[config.mk]
export PLATFORM = sky130hd
export DESIGN_NAME = fortran_record_keyword_scanner_flat
export DESIGN_NICKNAME = d
export VERILOG_FILES = /design/src/fkw_pkg.sv /design/src/fkw_channels.sv /design/src/fortran_record_keyword_scanner.sv /design/src/flat_wrapper.sv
export SDC_FILE = /design/constraint.sdc
export NUM_CORES = 2
export LEC_CHECK = 0
export BUFFER_PORTS_ARGS = -buffer_cell sky130_fd_sc_hd__buf_2
export CORE_MARGIN = 3
export CORE_UTILIZATION = 68
export DETAILED_ROUTE_END_ITERATION = 7
export HOLD_SLACK_MARGIN = 0.1
export PLACE_DENSITY_LB_ADDON = 0.08
export SLEW_MARGIN = 10
export SYNTH_ARGS = -nofsm -noshare
export SYNTH_HDL_FRONTEND = slang
export SYNTH_SLANG_ARGS = --single-unit
[constraint.sdc]
create_clock -name clock -period 12.36 [get_ports clock]
set_input_delay 2.472 -clock clock [delete_from_list [all_inputs] [get_ports clock]]
set_output_delay 2.472 -clock clock [all_outputs]
set_load 0.005 [all_outputs]
[src/fkw_pkg.sv]
// Shared constants and helpers for the Fortran record keyword scanner.
// Holds parser phase codes, result kinds, type codes and type decoding.
// No dependencies; the scanner refers to it by scoped names and the bench imports it.
package fkw_pkg;

   // parser phases
   localparam logic [2:0] PH_HEAD_MARK  = 3'd0;
   localparam logic [2:0] PH_NAME       = 3'd1;
   localparam logic [2:0] PH_COUNT      = 3'd2;
   localparam logic [2:0] PH_TYPE       = 3'd3;
   localparam logic [2:0] PH_HEAD_CLOSE = 3'd4;
   localparam logic [2:0] PH_FRAME_LEN  = 3'd5;
   localparam logic [2:0] PH_FRAME_SKIP = 3'd6;

   // result kinds
   localparam logic [1:0] KIND_RECORD = 2'd0;
   localparam logic [1:0] KIND_END    = 2'd1;
   localparam logic [1:0] KIND_FORMAT = 2'd2;
   localparam logic [1:0] KIND_FULL   = 2'd3;

   // type codes
   localparam logic [2:0] TYPE_NONE = 3'd0;
   localparam logic [2:0] TYPE_INTE = 3'd1;
   localparam logic [2:0] TYPE_REAL = 3'd2;
   localparam logic [2:0] TYPE_DOUB = 3'd3;
   localparam logic [2:0] TYPE_CHAR = 3'd4;
   localparam logic [2:0] TYPE_LOGI = 3'd5;
   localparam logic [2:0] TYPE_MESS = 3'd6;

   // four-character type tags, big-endian ASCII
   localparam logic [31:0] TAG_INTE = 32'h494E5445;
   localparam logic [31:0] TAG_REAL = 32'h5245414C;
   localparam logic [31:0] TAG_DOUB = 32'h444F5542;
   localparam logic [31:0] TAG_CHAR = 32'h43484152;
   localparam logic [31:0] TAG_LOGI = 32'h4C4F4749;
   localparam logic [31:0] TAG_MESS = 32'h4D455353;

   localparam logic [15:0] MAX_RECORDS_RESET = 16'd1024;

   function automatic logic [2:0] decode_type(input logic [31:0] tag);
      logic [2:0] code;
      case (tag)
         TAG_INTE: code = TYPE_INTE;
         TAG_REAL: code = TYPE_REAL;
         TAG_DOUB: code = TYPE_DOUB;
         TAG_CHAR: code = TYPE_CHAR;
         TAG_LOGI: code = TYPE_LOGI;
         TAG_MESS: code = TYPE_MESS;
         default:  code = TYPE_NONE;
      endcase
      return code;
   endfunction

   // elements in a frame payload: bytes divided by 1, 4 or 8 (sign bit is zero)
   function automatic logic [30:0] frame_elements(input logic [31:0] len,
                                                  input logic [2:0] code);
      logic [30:0] q;
      case (code)
         TYPE_LOGI:            q = len[30:0];
         TYPE_DOUB, TYPE_CHAR: q = {3'b000, len[30:3]};
         default:              q = {2'b00, len[30:2]};
      endcase
      return q;
   endfunction

endpackage

[src/fkw_channels.sv]
// Handshake channels of the Fortran record keyword scanner: byte input,
// result output and the max_records write port. Valid/ready on each.
// No dependencies.
interface fkw_req_if;
   logic       valid;
   logic       ready;
   logic [7:0] data_byte;
   logic       byte_present;
   logic       end_of_stream;

   modport source (output valid, data_byte, byte_present, end_of_stream, input ready);
   modport sink (input valid, data_byte, byte_present, end_of_stream, output ready);
endinterface

interface fkw_rsp_if #(
   parameter int OFFSET_WIDTH = 48,
   parameter int INDEX_WIDTH  = 16
);
   logic                    valid;
   logic                    ready;
   logic [1:0]              result_kind;
   logic [63:0]             record_name;
   logic [2:0]              type_code;
   logic [30:0]             element_count;
   logic [OFFSET_WIDTH-1:0] start_offset;
   logic [INDEX_WIDTH-1:0]  record_total;
   logic                    last_of_run;

   modport source (output valid, result_kind, record_name, type_code, element_count,
                   start_offset, record_total, last_of_run, input ready);
   modport sink (input valid, result_kind, record_name, type_code, element_count,
                 start_offset, record_total, last_of_run, output ready);
endinterface

interface fkw_csr_if;
   logic        valid;
   logic        ready;
   logic [15:0] max_records;

   modport source (output valid, max_records, input ready);
   modport sink (input valid, max_records, output ready);
endinterface

[src/fortran_record_keyword_scanner.sv]
// Fortran record keyword scanner: byte-serial parser of framed keyword files.
// A word accepted into the input register is parsed there and its results are
//   written to the result queue, which offers them. Throughput: one byte word
//   per cycle; the 8-entry result queue stalls input once five results wait
//   with a word in the parse stage, or seven with that stage empty.
//   Reset: parser idle, max_records 1024, queue empty.
// Uses fkw_pkg and the channel interfaces in fkw_channels.sv.
module fortran_record_keyword_scanner #(
   parameter int OFFSET_WIDTH = 48,
   parameter int INDEX_WIDTH  = 16
) (
   input logic        clock,
   input logic        reset,
   fkw_req_if.sink    req_bus,
   fkw_rsp_if.source  rsp_bus,
   fkw_csr_if.sink    csr_bus
);

   localparam int Q_AW    = 3;
   localparam int Q_DEPTH = 1 << Q_AW;
   localparam int CMP_W   = (INDEX_WIDTH > 16) ? INDEX_WIDTH : 16;

   typedef struct packed {
      logic [1:0]              kind;
      logic [63:0]             name;
      logic [2:0]              type_code;
      logic [30:0]             count;
      logic [OFFSET_WIDTH-1:0] offset;
      logic [INDEX_WIDTH-1:0]  total;
      logic                    last;
   } result_type;

   // ---------------------------------------------------------------
   // Input register: hold one accepted word for the parse stage.
   // ---------------------------------------------------------------
   logic       s0_valid_ff, s0_valid_in;
   logic [7:0] s0_byte_ff;
   logic       s0_present_ff, s0_eos_ff;
   logic       req_accept;

   // ---------------------------------------------------------------
   // Parser state
   // ---------------------------------------------------------------
   logic [2:0]              phase_ff, phase_in;
   logic [2:0]              fbc_ff, fbc_in;
   logic [31:0]             word_ff, word_in;
   logic [63:0]             name_ff, name_in;
   logic [2:0]              type_ff, type_in;
   logic [31:0]             declared_ff, declared_in;
   logic [32:0]             elements_ff, elements_in;
   logic [32:0]             fbl_ff, fbl_in;
   logic [OFFSET_WIDTH-1:0] offset_ff, offset_in;
   logic [OFFSET_WIDTH-1:0] start_ff, start_in;
   logic [INDEX_WIDTH-1:0]  index_ff, index_in;
   logic                    halted_ff, halted_in;
   logic [15:0]             max_records_ff, max_records_in;

   logic        take_err, take_done, table_full;
   logic [32:0] fbl_dec;
   result_type  res0, res1;
   logic [1:0]  n_res;

   // ---------------------------------------------------------------
   // Result queue
   // ---------------------------------------------------------------
   result_type            queue_ff [Q_DEPTH];
   logic [Q_AW-1:0]       wr_ptr_ff, wr_ptr_in, rd_ptr_ff, rd_ptr_in;
   logic [Q_AW:0]         count_ff, count_in;
   logic                  rsp_pop;
   result_type            head;

   // Accept only with room for this word's results and the one in flight.
   assign req_bus.ready = (count_ff + {{(Q_AW-1){1'b0}}, s0_valid_ff, 1'b0})
                          <= (Q_AW+1)'(Q_DEPTH - 2);
   assign req_accept    = req_bus.valid && req_bus.ready;
   assign s0_valid_in   = req_accept;

   // Configuration is always taken.
   assign csr_bus.ready  = 1'b1;
   assign max_records_in = (csr_bus.valid) ? csr_bus.max_records : max_records_ff;

   assign table_full = (CMP_W'(index_ff) >= CMP_W'(max_records_ff)) ||
                       (index_ff == {INDEX_WIDTH{1'b1}});
   assign fbl_dec    = (fbl_ff != 33'd0) ? (fbl_ff - 33'd1) : fbl_ff;

   // ---------------------------------------------------------------
   // Parse stage: one byte, then the end-of-stream check.
   // ---------------------------------------------------------------
   always_comb begin
      phase_in    = phase_ff;
      fbc_in      = fbc_ff;
      word_in     = word_ff;
      name_in     = name_ff;
      type_in     = type_ff;
      declared_in = declared_ff;
      elements_in = elements_ff;
      fbl_in      = fbl_ff;
      offset_in   = offset_ff;
      start_in    = start_ff;
      index_in    = index_ff;
      halted_in   = halted_ff;
      take_err    = 1'b0;
      take_done   = 1'b0;
      res0        = '0;
      res1        = '0;
      n_res       = 2'd0;

      if (s0_valid_ff && !halted_ff) begin
         if (s0_present_ff) begin
            offset_in = offset_ff + OFFSET_WIDTH'(1);
            case (phase_ff)
               fkw_pkg::PH_HEAD_MARK, fkw_pkg::PH_COUNT, fkw_pkg::PH_TYPE,
               fkw_pkg::PH_HEAD_CLOSE, fkw_pkg::PH_FRAME_LEN: begin
                  // mark the record start on its first header byte
                  if (phase_ff == fkw_pkg::PH_HEAD_MARK && fbc_ff == 3'd0) begin
                     start_in = offset_ff;
                  end
                  word_in = {word_ff[23:0], s0_byte_ff};
                  if (fbc_ff < 3'd3) begin
                     fbc_in = fbc_ff + 3'd1;
                  end else begin
                     fbc_in = 3'd0;
                     case (phase_ff)
                        fkw_pkg::PH_HEAD_MARK: begin
                           name_in  = '0;
                           phase_in = fkw_pkg::PH_NAME;
                        end
                        fkw_pkg::PH_COUNT: begin
                           declared_in = word_in;
                           phase_in    = fkw_pkg::PH_TYPE;
                        end
                        fkw_pkg::PH_TYPE: begin
                           type_in  = fkw_pkg::decode_type(word_in);
                           phase_in = fkw_pkg::PH_HEAD_CLOSE;
                           if (type_in == fkw_pkg::TYPE_NONE) begin
                              take_err = 1'b1;
                           end
                        end
                        fkw_pkg::PH_HEAD_CLOSE: begin
                           if (declared_ff[31]) begin
                              take_err = 1'b1;
                           end else begin
                              elements_in = '0;
                              if (declared_ff == 32'd0) begin
                                 take_done = 1'b1;
                              end else begin
                                 phase_in = fkw_pkg::PH_FRAME_LEN;
                              end
                           end
                        end
                        default: begin
                           // frame length word
                           if (word_in[31]) begin
                              take_err = 1'b1;
                           end else begin
                              elements_in = elements_ff +
                                 {2'b00, fkw_pkg::frame_elements(word_in, type_ff)};
                              fbl_in   = {1'b0, word_in} + 33'd4;
                              phase_in = fkw_pkg::PH_FRAME_SKIP;
                           end
                        end
                     endcase
                  end
               end
               fkw_pkg::PH_NAME: begin
                  name_in = {name_ff[55:0], s0_byte_ff};
                  if (fbc_ff < 3'd7) begin
                     fbc_in = fbc_ff + 3'd1;
                  end else begin
                     fbc_in   = 3'd0;
                     phase_in = fkw_pkg::PH_COUNT;
                  end
               end
               fkw_pkg::PH_FRAME_SKIP: begin
                  fbl_in = fbl_dec;
                  if (fbl_dec == 33'd0) begin
                     if (elements_ff >= {1'b0, declared_ff}) begin
                        take_done = 1'b1;
                     end else begin
                        phase_in = fkw_pkg::PH_FRAME_LEN;
                        fbc_in   = 3'd0;
                     end
                  end
               end
               default: begin
                  take_err = 1'b1;
               end
            endcase

            if (take_err) begin
               res0      = '{kind: fkw_pkg::KIND_FORMAT, name: '0, type_code: '0,
                             count: '0, offset: start_in, total: index_ff, last: 1'b1};
               n_res     = 2'd1;
               halted_in = 1'b1;
            end else if (take_done) begin
               res0 = '{kind: (table_full ? fkw_pkg::KIND_FULL : fkw_pkg::KIND_RECORD),
                        name: name_ff, type_code: type_ff, count: declared_ff[30:0],
                        offset: start_ff, total: index_ff, last: 1'b1};
               n_res = 2'd1;
               if (table_full) begin
                  halted_in = 1'b1;
               end else begin
                  index_in = index_ff + INDEX_WIDTH'(1);
               end
               phase_in = fkw_pkg::PH_HEAD_MARK;
               fbc_in   = 3'd0;
            end
         end

         // End of stream: clean only at a record boundary.
         if (!halted_in && s0_eos_ff) begin
            halted_in = 1'b1;
            if (phase_in == fkw_pkg::PH_HEAD_MARK && fbc_in == 3'd0) begin
               res1 = '{kind: fkw_pkg::KIND_END, name: '0, type_code: '0, count: '0,
                        offset: offset_in, total: index_in, last: 1'b1};
            end else begin
               res1 = '{kind: fkw_pkg::KIND_FORMAT, name: '0, type_code: '0, count: '0,
                        offset: start_in, total: index_in, last: 1'b1};
            end
            if (n_res == 2'd0) begin
               res0  = res1;
               n_res = 2'd1;
            end else begin
               res0.last = 1'b0;
               n_res     = 2'd2;
            end
         end
      end
   end

   // ---------------------------------------------------------------
   // Queue control: push up to two results, pop one per handshake.
   // ---------------------------------------------------------------
   assign head             = queue_ff[rd_ptr_ff];
   assign rsp_bus.valid    = (count_ff != '0);
   assign rsp_bus.result_kind   = head.kind;
   assign rsp_bus.record_name   = head.name;
   assign rsp_bus.type_code     = head.type_code;
   assign rsp_bus.element_count = head.count;
   assign rsp_bus.start_offset  = head.offset;
   assign rsp_bus.record_total  = head.total;
   assign rsp_bus.last_of_run   = head.last;
   assign rsp_pop   = rsp_bus.valid && rsp_bus.ready;
   assign rd_ptr_in = rsp_pop ? (rd_ptr_ff + Q_AW'(1)) : rd_ptr_ff;
   assign wr_ptr_in = wr_ptr_ff + Q_AW'(n_res);
   assign count_in  = count_ff - (Q_AW+1)'(rsp_pop) + (Q_AW+1)'(n_res);

   always_ff @(posedge clock) begin
      if (n_res != 2'd0) begin
         queue_ff[wr_ptr_ff] <= res0;
      end
      if (n_res == 2'd2) begin
         queue_ff[wr_ptr_ff + Q_AW'(1)] <= res1;
      end
      if (req_accept) begin
         s0_byte_ff    <= req_bus.data_byte;
         s0_present_ff <= req_bus.byte_present;
         s0_eos_ff     <= req_bus.end_of_stream;
      end
   end

   always_ff @(posedge clock) begin
      if (reset) begin
         s0_valid_ff    <= 1'b0;
         phase_ff       <= fkw_pkg::PH_HEAD_MARK;
         fbc_ff         <= '0;
         word_ff        <= '0;
         name_ff        <= '0;
         type_ff        <= fkw_pkg::TYPE_NONE;
         declared_ff    <= '0;
         elements_ff    <= '0;
         fbl_ff         <= '0;
         offset_ff      <= '0;
         start_ff       <= '0;
         index_ff       <= '0;
         halted_ff      <= 1'b0;
         max_records_ff <= fkw_pkg::MAX_RECORDS_RESET;
         wr_ptr_ff      <= '0;
         rd_ptr_ff      <= '0;
         count_ff       <= '0;
      end else begin
         s0_valid_ff    <= s0_valid_in;
         phase_ff       <= phase_in;
         fbc_ff         <= fbc_in;
         word_ff        <= word_in;
         name_ff        <= name_in;
         type_ff        <= type_in;
         declared_ff    <= declared_in;
         elements_ff    <= elements_in;
         fbl_ff         <= fbl_in;
         offset_ff      <= offset_in;
         start_ff       <= start_in;
         index_ff       <= index_in;
         halted_ff      <= halted_in;
         max_records_ff <= max_records_in;
         wr_ptr_ff      <= wr_ptr_in;
         rd_ptr_ff      <= rd_ptr_in;
         count_ff       <= count_in;
      end
   end

endmodule

[src/flat_wrapper.sv]
// flat-port wrapper written by rule: the top's interface ports become plain ports
module fortran_record_keyword_scanner_flat 
#(
   parameter int OFFSET_WIDTH = 48,
   parameter int INDEX_WIDTH  = 16
)
  (clock, reset, req_bus_valid, req_bus_data_byte, req_bus_byte_present, req_bus_end_of_stream, req_bus_ready, rsp_bus_valid, rsp_bus_result_kind, rsp_bus_record_name, rsp_bus_type_code, rsp_bus_element_count, rsp_bus_start_offset, rsp_bus_record_total, rsp_bus_last_of_run, rsp_bus_ready, csr_bus_valid, csr_bus_max_records, csr_bus_ready);
  fkw_req_if req_bus_i ();
  fkw_rsp_if #(.OFFSET_WIDTH(OFFSET_WIDTH), .INDEX_WIDTH(INDEX_WIDTH)) rsp_bus_i ();
  fkw_csr_if csr_bus_i ();
  input logic clock;
  input logic reset;
  input wire logic [$bits(req_bus_i.valid)-1:0] req_bus_valid;
  input wire logic [$bits(req_bus_i.data_byte)-1:0] req_bus_data_byte;
  input wire logic [$bits(req_bus_i.byte_present)-1:0] req_bus_byte_present;
  input wire logic [$bits(req_bus_i.end_of_stream)-1:0] req_bus_end_of_stream;
  output wire logic [$bits(req_bus_i.ready)-1:0] req_bus_ready;
  output wire logic [$bits(rsp_bus_i.valid)-1:0] rsp_bus_valid;
  output wire logic [$bits(rsp_bus_i.result_kind)-1:0] rsp_bus_result_kind;
  output wire logic [$bits(rsp_bus_i.record_name)-1:0] rsp_bus_record_name;
  output wire logic [$bits(rsp_bus_i.type_code)-1:0] rsp_bus_type_code;
  output wire logic [$bits(rsp_bus_i.element_count)-1:0] rsp_bus_element_count;
  output wire logic [$bits(rsp_bus_i.start_offset)-1:0] rsp_bus_start_offset;
  output wire logic [$bits(rsp_bus_i.record_total)-1:0] rsp_bus_record_total;
  output wire logic [$bits(rsp_bus_i.last_of_run)-1:0] rsp_bus_last_of_run;
  input wire logic [$bits(rsp_bus_i.ready)-1:0] rsp_bus_ready;
  input wire logic [$bits(csr_bus_i.valid)-1:0] csr_bus_valid;
  input wire logic [$bits(csr_bus_i.max_records)-1:0] csr_bus_max_records;
  output wire logic [$bits(csr_bus_i.ready)-1:0] csr_bus_ready;
  assign req_bus_i.valid = req_bus_valid;
  assign req_bus_i.data_byte = req_bus_data_byte;
  assign req_bus_i.byte_present = req_bus_byte_present;
  assign req_bus_i.end_of_stream = req_bus_end_of_stream;
  assign req_bus_ready = req_bus_i.ready;
  assign rsp_bus_valid = rsp_bus_i.valid;
  assign rsp_bus_result_kind = rsp_bus_i.result_kind;
  assign rsp_bus_record_name = rsp_bus_i.record_name;
  assign rsp_bus_type_code = rsp_bus_i.type_code;
  assign rsp_bus_element_count = rsp_bus_i.element_count;
  assign rsp_bus_start_offset = rsp_bus_i.start_offset;
  assign rsp_bus_record_total = rsp_bus_i.record_total;
  assign rsp_bus_last_of_run = rsp_bus_i.last_of_run;
  assign rsp_bus_i.ready = rsp_bus_ready;
  assign csr_bus_i.valid = csr_bus_valid;
  assign csr_bus_i.max_records = csr_bus_max_records;
  assign csr_bus_ready = csr_bus_i.ready;
  fortran_record_keyword_scanner #(.OFFSET_WIDTH(OFFSET_WIDTH), .INDEX_WIDTH(INDEX_WIDTH)) u_core (.clock(clock), .reset(reset), .req_bus(req_bus_i), .rsp_bus(rsp_bus_i), .csr_bus(csr_bus_i));
endmodule
Word level (Yosys, flattened, before mapping)
Memories as Yosys holds them, arrays and structs flattened. A register that Yosys moved wholly into a read port is not among the register bits.
Cells that the tools add are included.
{ "classes": {"add_sub_neg": 12, "n_mul": 0, "div_mod_pow": 0, "magnitude_cmp": 5, "eq_ne": 23, "shifts": 0, "muxes": 101, "bitwise": 2, "reduce_logical": 34} }
{ "op_table": {"columns": ["operator", "count"], "rows": [
  ["$mux W165", 8],
  ["$mux W33", 6],
  ["$eq A32 B31 Y1 const B", 6],
  ["$mux W48", 4],
  ["$mux W31", 6],
  ["$mux W164", 1],
  ["$pmux W33 S2", 2],
  ["$mux W64", 2],
  ["$pmux W64 S2", 1],
  ["$mux W3", 26],
  ["$mux W16", 4],
  ["$pmux W31 S2", 1],
  ["$add A48 B1 Y48 const B", 1],
  ["$add A32 B3 Y33 const B", 1],
  ["$add A33 B31 Y33", 1],
  ["$ge A33 B32 Y1", 1],
  ["$logic_not A33 Y1", 1],
  ["$reduce_bool A33 Y1", 1],
  ["$sub A33 B1 Y33 const B", 1],
  ["$logic_not A32 Y1", 1],
  ["$mux W1", 26],
  ["$pmux W3 S3", 2],
  ["$pmux W3 S6", 1],
  ["$add A16 B1 Y16 const B", 1],
  ["other kinds (35)", 72]
]} }
{ "totals": {"reg_bits": 345, "latchBits": 0, "mem_bits_rw": 1320, "mem_bits_ro": 0, "in_bits": 31, "output_inout_bits": 168, "word_cells": 198, "n_memories": 1} }
{ "memory_table": {"columns": ["name", "depth", "width", "rd", "rd_clocked_by_memory_dff", "wr", "line", "text"], "rows": [
  ["u_core.queue_ff", 8, 165, 1, 1, 2, "fortran_record_keyword_scanner.sv:66", "result_type queue_ff [Q_DEPTH];"]
]} }

Depth between registers and ports, before layout
{ "logic_depth": {"word_depth": 24, "ltp_mapped": 27} }

Least setup slack after synthesis
No wires, ideal clock.
{ "synth_timing": {"kind": "reg2reg", "startpoint": "register u_core.declared_ff[30]", "endpoint": "memory u_core.queue_ff[4][0] in the netlist's numbering, enable pin", "t_arrival_ns": 6.244, "slack_ns": 5.695, "stages_incl_launch_ff": 24, "path_buffers": 4, "synth_period_minus_slack_ns": 6.665, "path_cell_list": "dfxtp_1 > clkbuf_1 > inv_1 > ha_1 > nand4b_1 > or4_1 > nor4_1 > o41ai_1 > o211ai_1 > nor3b_1 > a41o_4 > nand2_2 > nor2_1 > nor2b_1 > ha_1 > and2_1 > nor2_1 > or2_2 > nor2_1 > clkbuf_1 > nor2_1 > clkbuf_1 > clkbuf_1 > inv_1"} }
{ "synth_lines": {"columns": ["item", "line", "text"], "rows": [
  ["from (decl)", "fortran_record_keyword_scanner.sv:49", "logic [31:0] declared_ff, declared_in;"],
  ["from (signal assigned)", "fortran_record_keyword_scanner.sv:288", "declared_ff <= declared_in;"],
  ["to (decl)", "fortran_record_keyword_scanner.sv:66", null]
]} }

==> impl_metrics.json <==
{
  "path_max_fanout": 16,
  "ff2ff_setup_slack_ps": 4900,
  "clk_pin_slew_worst_paths_ps": 70,
  "fill_cells": 7470,
  "ys_seq_area_share_pct": 50.76,
  "clk_latency_ps": 810,
  "routed_wl_um": 232300,
  "post-dp-hpwl_um": 131200,
  "ys.flop_type": "dfxtp_1",
  "ys_top_cells_by_area": "dfxtp_1 29%, edfxtp_1 21%, a22o_1 12%, mux4_2 9.7%, mux2_2 2.5%",
  "highest_layer": "met5",
  "synth-seq-cells": 1668,
  "crit_path_end_kind": "flip-flop",
  "clockBufferDepth": 3,
  "wl_met2_um": 105400,
  "cp.required_ps": 13010,
  "place_congestion": 0.9728,
  "power_density_mw_per_mm2": 151.0,
  "finalCritPeriodShare_pct": 60.35,
  "p_leak_nw": 29.75,
  "crit_path_start_kind": "flip-flop",
  "dieArea_mm2": 0.1166,
  "start_util_pct": 68.88,
  "finalHoldViolCount": 0,
  "wl_met1_um": 88820,
  "worstMarginPinSlew_ps": 1246,
  "rows": 122,
  "finalPower_mw": 12.55,
  "place_ws_ps": 5167,
  "nets": 6495,
  "tns_ps": 0,
  "synth-edff-count": 546,
  "yosysMostFrequentCell": "dfxtp_1",
  "drc_errors": 0,
  "status": "finished clean",
  "drt-vias-per-instance": 7.381,
  "numCtsBuffers": 167,
  "min_period_ps": 7459,
  "drive_gt1_share_pct": 18.55,
  "arrival_ps": 8110,
  "syn_to_final_growth_pct": 8.532,
  "port_buffers": 197,
  "grtUsageTotal_pct": 39.03,
  "grt_pass1_vias": 56810,
  "overflow": 0,
  "synth_top_cell_by_area": "dfxtp_1",
  "routed-wl-met3_um": 28240,
  "syn_area_mm2": 0.07655,
  "synthesis.nets": 6724,
  "fp.dieH_um": 341.5,
  "h-tree-depth": 4,
  "max_cap_viol_count": 0,
  "synthArstFlopShare_pct": 0,
  "hold_class": "flip-flop to flip-flop",
  "grt_pass1_wl_um": 350700,
  "post_drt_wl_per_cell_um": 29.06,
  "path_class": "flip-flop to flip-flop",
  "skew_ps": 48.33,
  "cts_root_buffer": "clkbuf_16",
  "setup_viol": 0,
  "core_area_mm2": 0.1111,
  "drt_iter0_drc": 8590,
  "io_pins": 199,
  "clock-sinks": 1668,
  "yosysWarnings": 0,
  "worst_slack_ps": 4901,
  "cts_setup_buffers": 0,
  "rsz0062_at_grt": "false",
  "vias": 59001,
  "relSlewSlack_pct": 16.92,
  "antenna_found_initial": 6,
  "hold_buffers": 0,
  "dieWidth_um": 341.5,
  "ys_types": 114,
  "ctsResizeCount": 0,
  "max_freq_mhz": 134.1,
  "synthTopCellsByCount": "1122 x dfxtp_1, 1024 x a22o_1, 546 x edfxtp_1, 465 x nand2_1, 443 x clkbuf_1",
  "final_max_slew_viol_count": 0,
  "ir_worst_vdd_uv": 174.8,
  "avgSynthCellArea_um2": 11.62,
  "dr.pass1.iters": 8,
  "grt_max_degree": 164,
  "synthesis.instances": 6589,
  "synth_top_area_share_pct": 29.34,
  "cts_tree": "done",
  "antenna_left": 0
}
path summary, 6_finish.rpt:
check	cells after the start	from	endpoint
setup reg to reg	18	u_core.declared_ff[2]	u_core.queue_ff[5][28]
hold reg to reg	1	u_core.queue_ff[6][71]	u_core.queue_ff[6][71]
setup / recovery	18	u_core.declared_ff[2]	u_core.queue_ff[5][28]
hold / removal	1	u_core.queue_ff[6][71]	u_core.queue_ff[6][71]
stage by stage:
stage	hold WS, ps	instance area (µm²)	std cells	utilization, %
2_1_floorplan	443.8	76550	6589	-
3_3_place_gp	455.7	77470	7679	69.72
3_5_place_dp	458.0	77470	7679	69.72
4_1_cts	476.0	83070	7991	74.75
5_1_grt	479.9	83070	7992	74.76
6_report	473.3	83080	7994	74.76
cell families after synthesis:
logic type               Yosys count  share of synthesized area [%]
AO/OA/AOI/OAI                   2063                          21.11
flip-flops                      1668                          50.76
AND/OR/NAND/NOR                 1274                          7.916
buffers and inverters            831                          4.528
multiplexers                     530                          12.60
XOR/XNOR                         117                          1.339
adder cells (fa/ha/maj)          105                          1.742
other                              1                       0.004899
layer usage:
| layer | global-route usage [%] | up-vias |
|---|---|---|
| met4 | 16.61 | 4 |
| met5 | 0 | - |
| li1 | - | 24925 |
| met2 | 60.01 | 4196 |
| met3 | 8.583 | 698 |
| met1 | 53.89 | 29178 |
sequential cells by signal (all words and copies together), names as in the netlist, 3 cells and up, named ones only:
register	cells
u_core.start_ff	48
u_core.elements_ff	33
u_core.queue_ff	1320
u_core.phase_ff	3
u_core.name_ff	64
u_core.count_ff	4
u_core.wr_ptr_ff	3
u_core.index_ff	16
u_core.fbl_ff	33
u_core.fbc_ff	3
u_core.rd_ptr_ff	3
u_core.declared_ff	32
u_core.word_ff	24
u_core.offset_ff	48
u_core.type_ff	3
u_core.s0_byte_ff	8
u_core.max_records_ff	16
critical path: stages (launching register included):
cell and delay, ps:
dfxtp_1 570, inv_1 110, ha_1 320, a21o_1 180
a31oi_1 300, o221ai_1 210, o41ai_1 310, o211ai_1 370
nor3b_1 270, a41o_4 350, o21ai_4 550, inv_4 160
ha_1 370, or3_1 420, nor3_1 880, nand2_1 610
o21ai_2 670, buf_4 430, a22o_1 190
final cells by class:
cell class                      count  area, µm²  share of cell area (%)
Timing Repair Buffer              315       1919                   2.310
Inverter                          118      455.4                  0.5482
Clock buffer                      234       4776                   5.749
Antenna cell                        3      7.507                0.009036
Clock inverter                     78      820.8                  0.9880
Multi-Input combinational cell   4090      34370                   41.37
Sequential cell                  1668      38870                   46.79
Tap cell                         1488       1862                   2.241
power by group:
group	switching, mW	internal, mW
clock network	2.20	2.95
registers	0.103	5.67
logic	0.922	0.699
cells in the final DEF (no fill, tap or decap), types with 94 or more instances in the layout:
cell type,count
dfxtp_1,1119
a22o_1,1024
edfxtp_1,546
nand2_1,463
mux4_2,330
nor2_1,322
a21oi_1,232
buf_2,196
clkbuf_16,171
mux2_2,168
o21ai_0,150
o2bb2ai_1,137
a22oi_1,137
o22ai_1,115
buf_4,115
inv_1,108
ha_1,101
nand3_1,94
(Power assumes the default switching activity.)
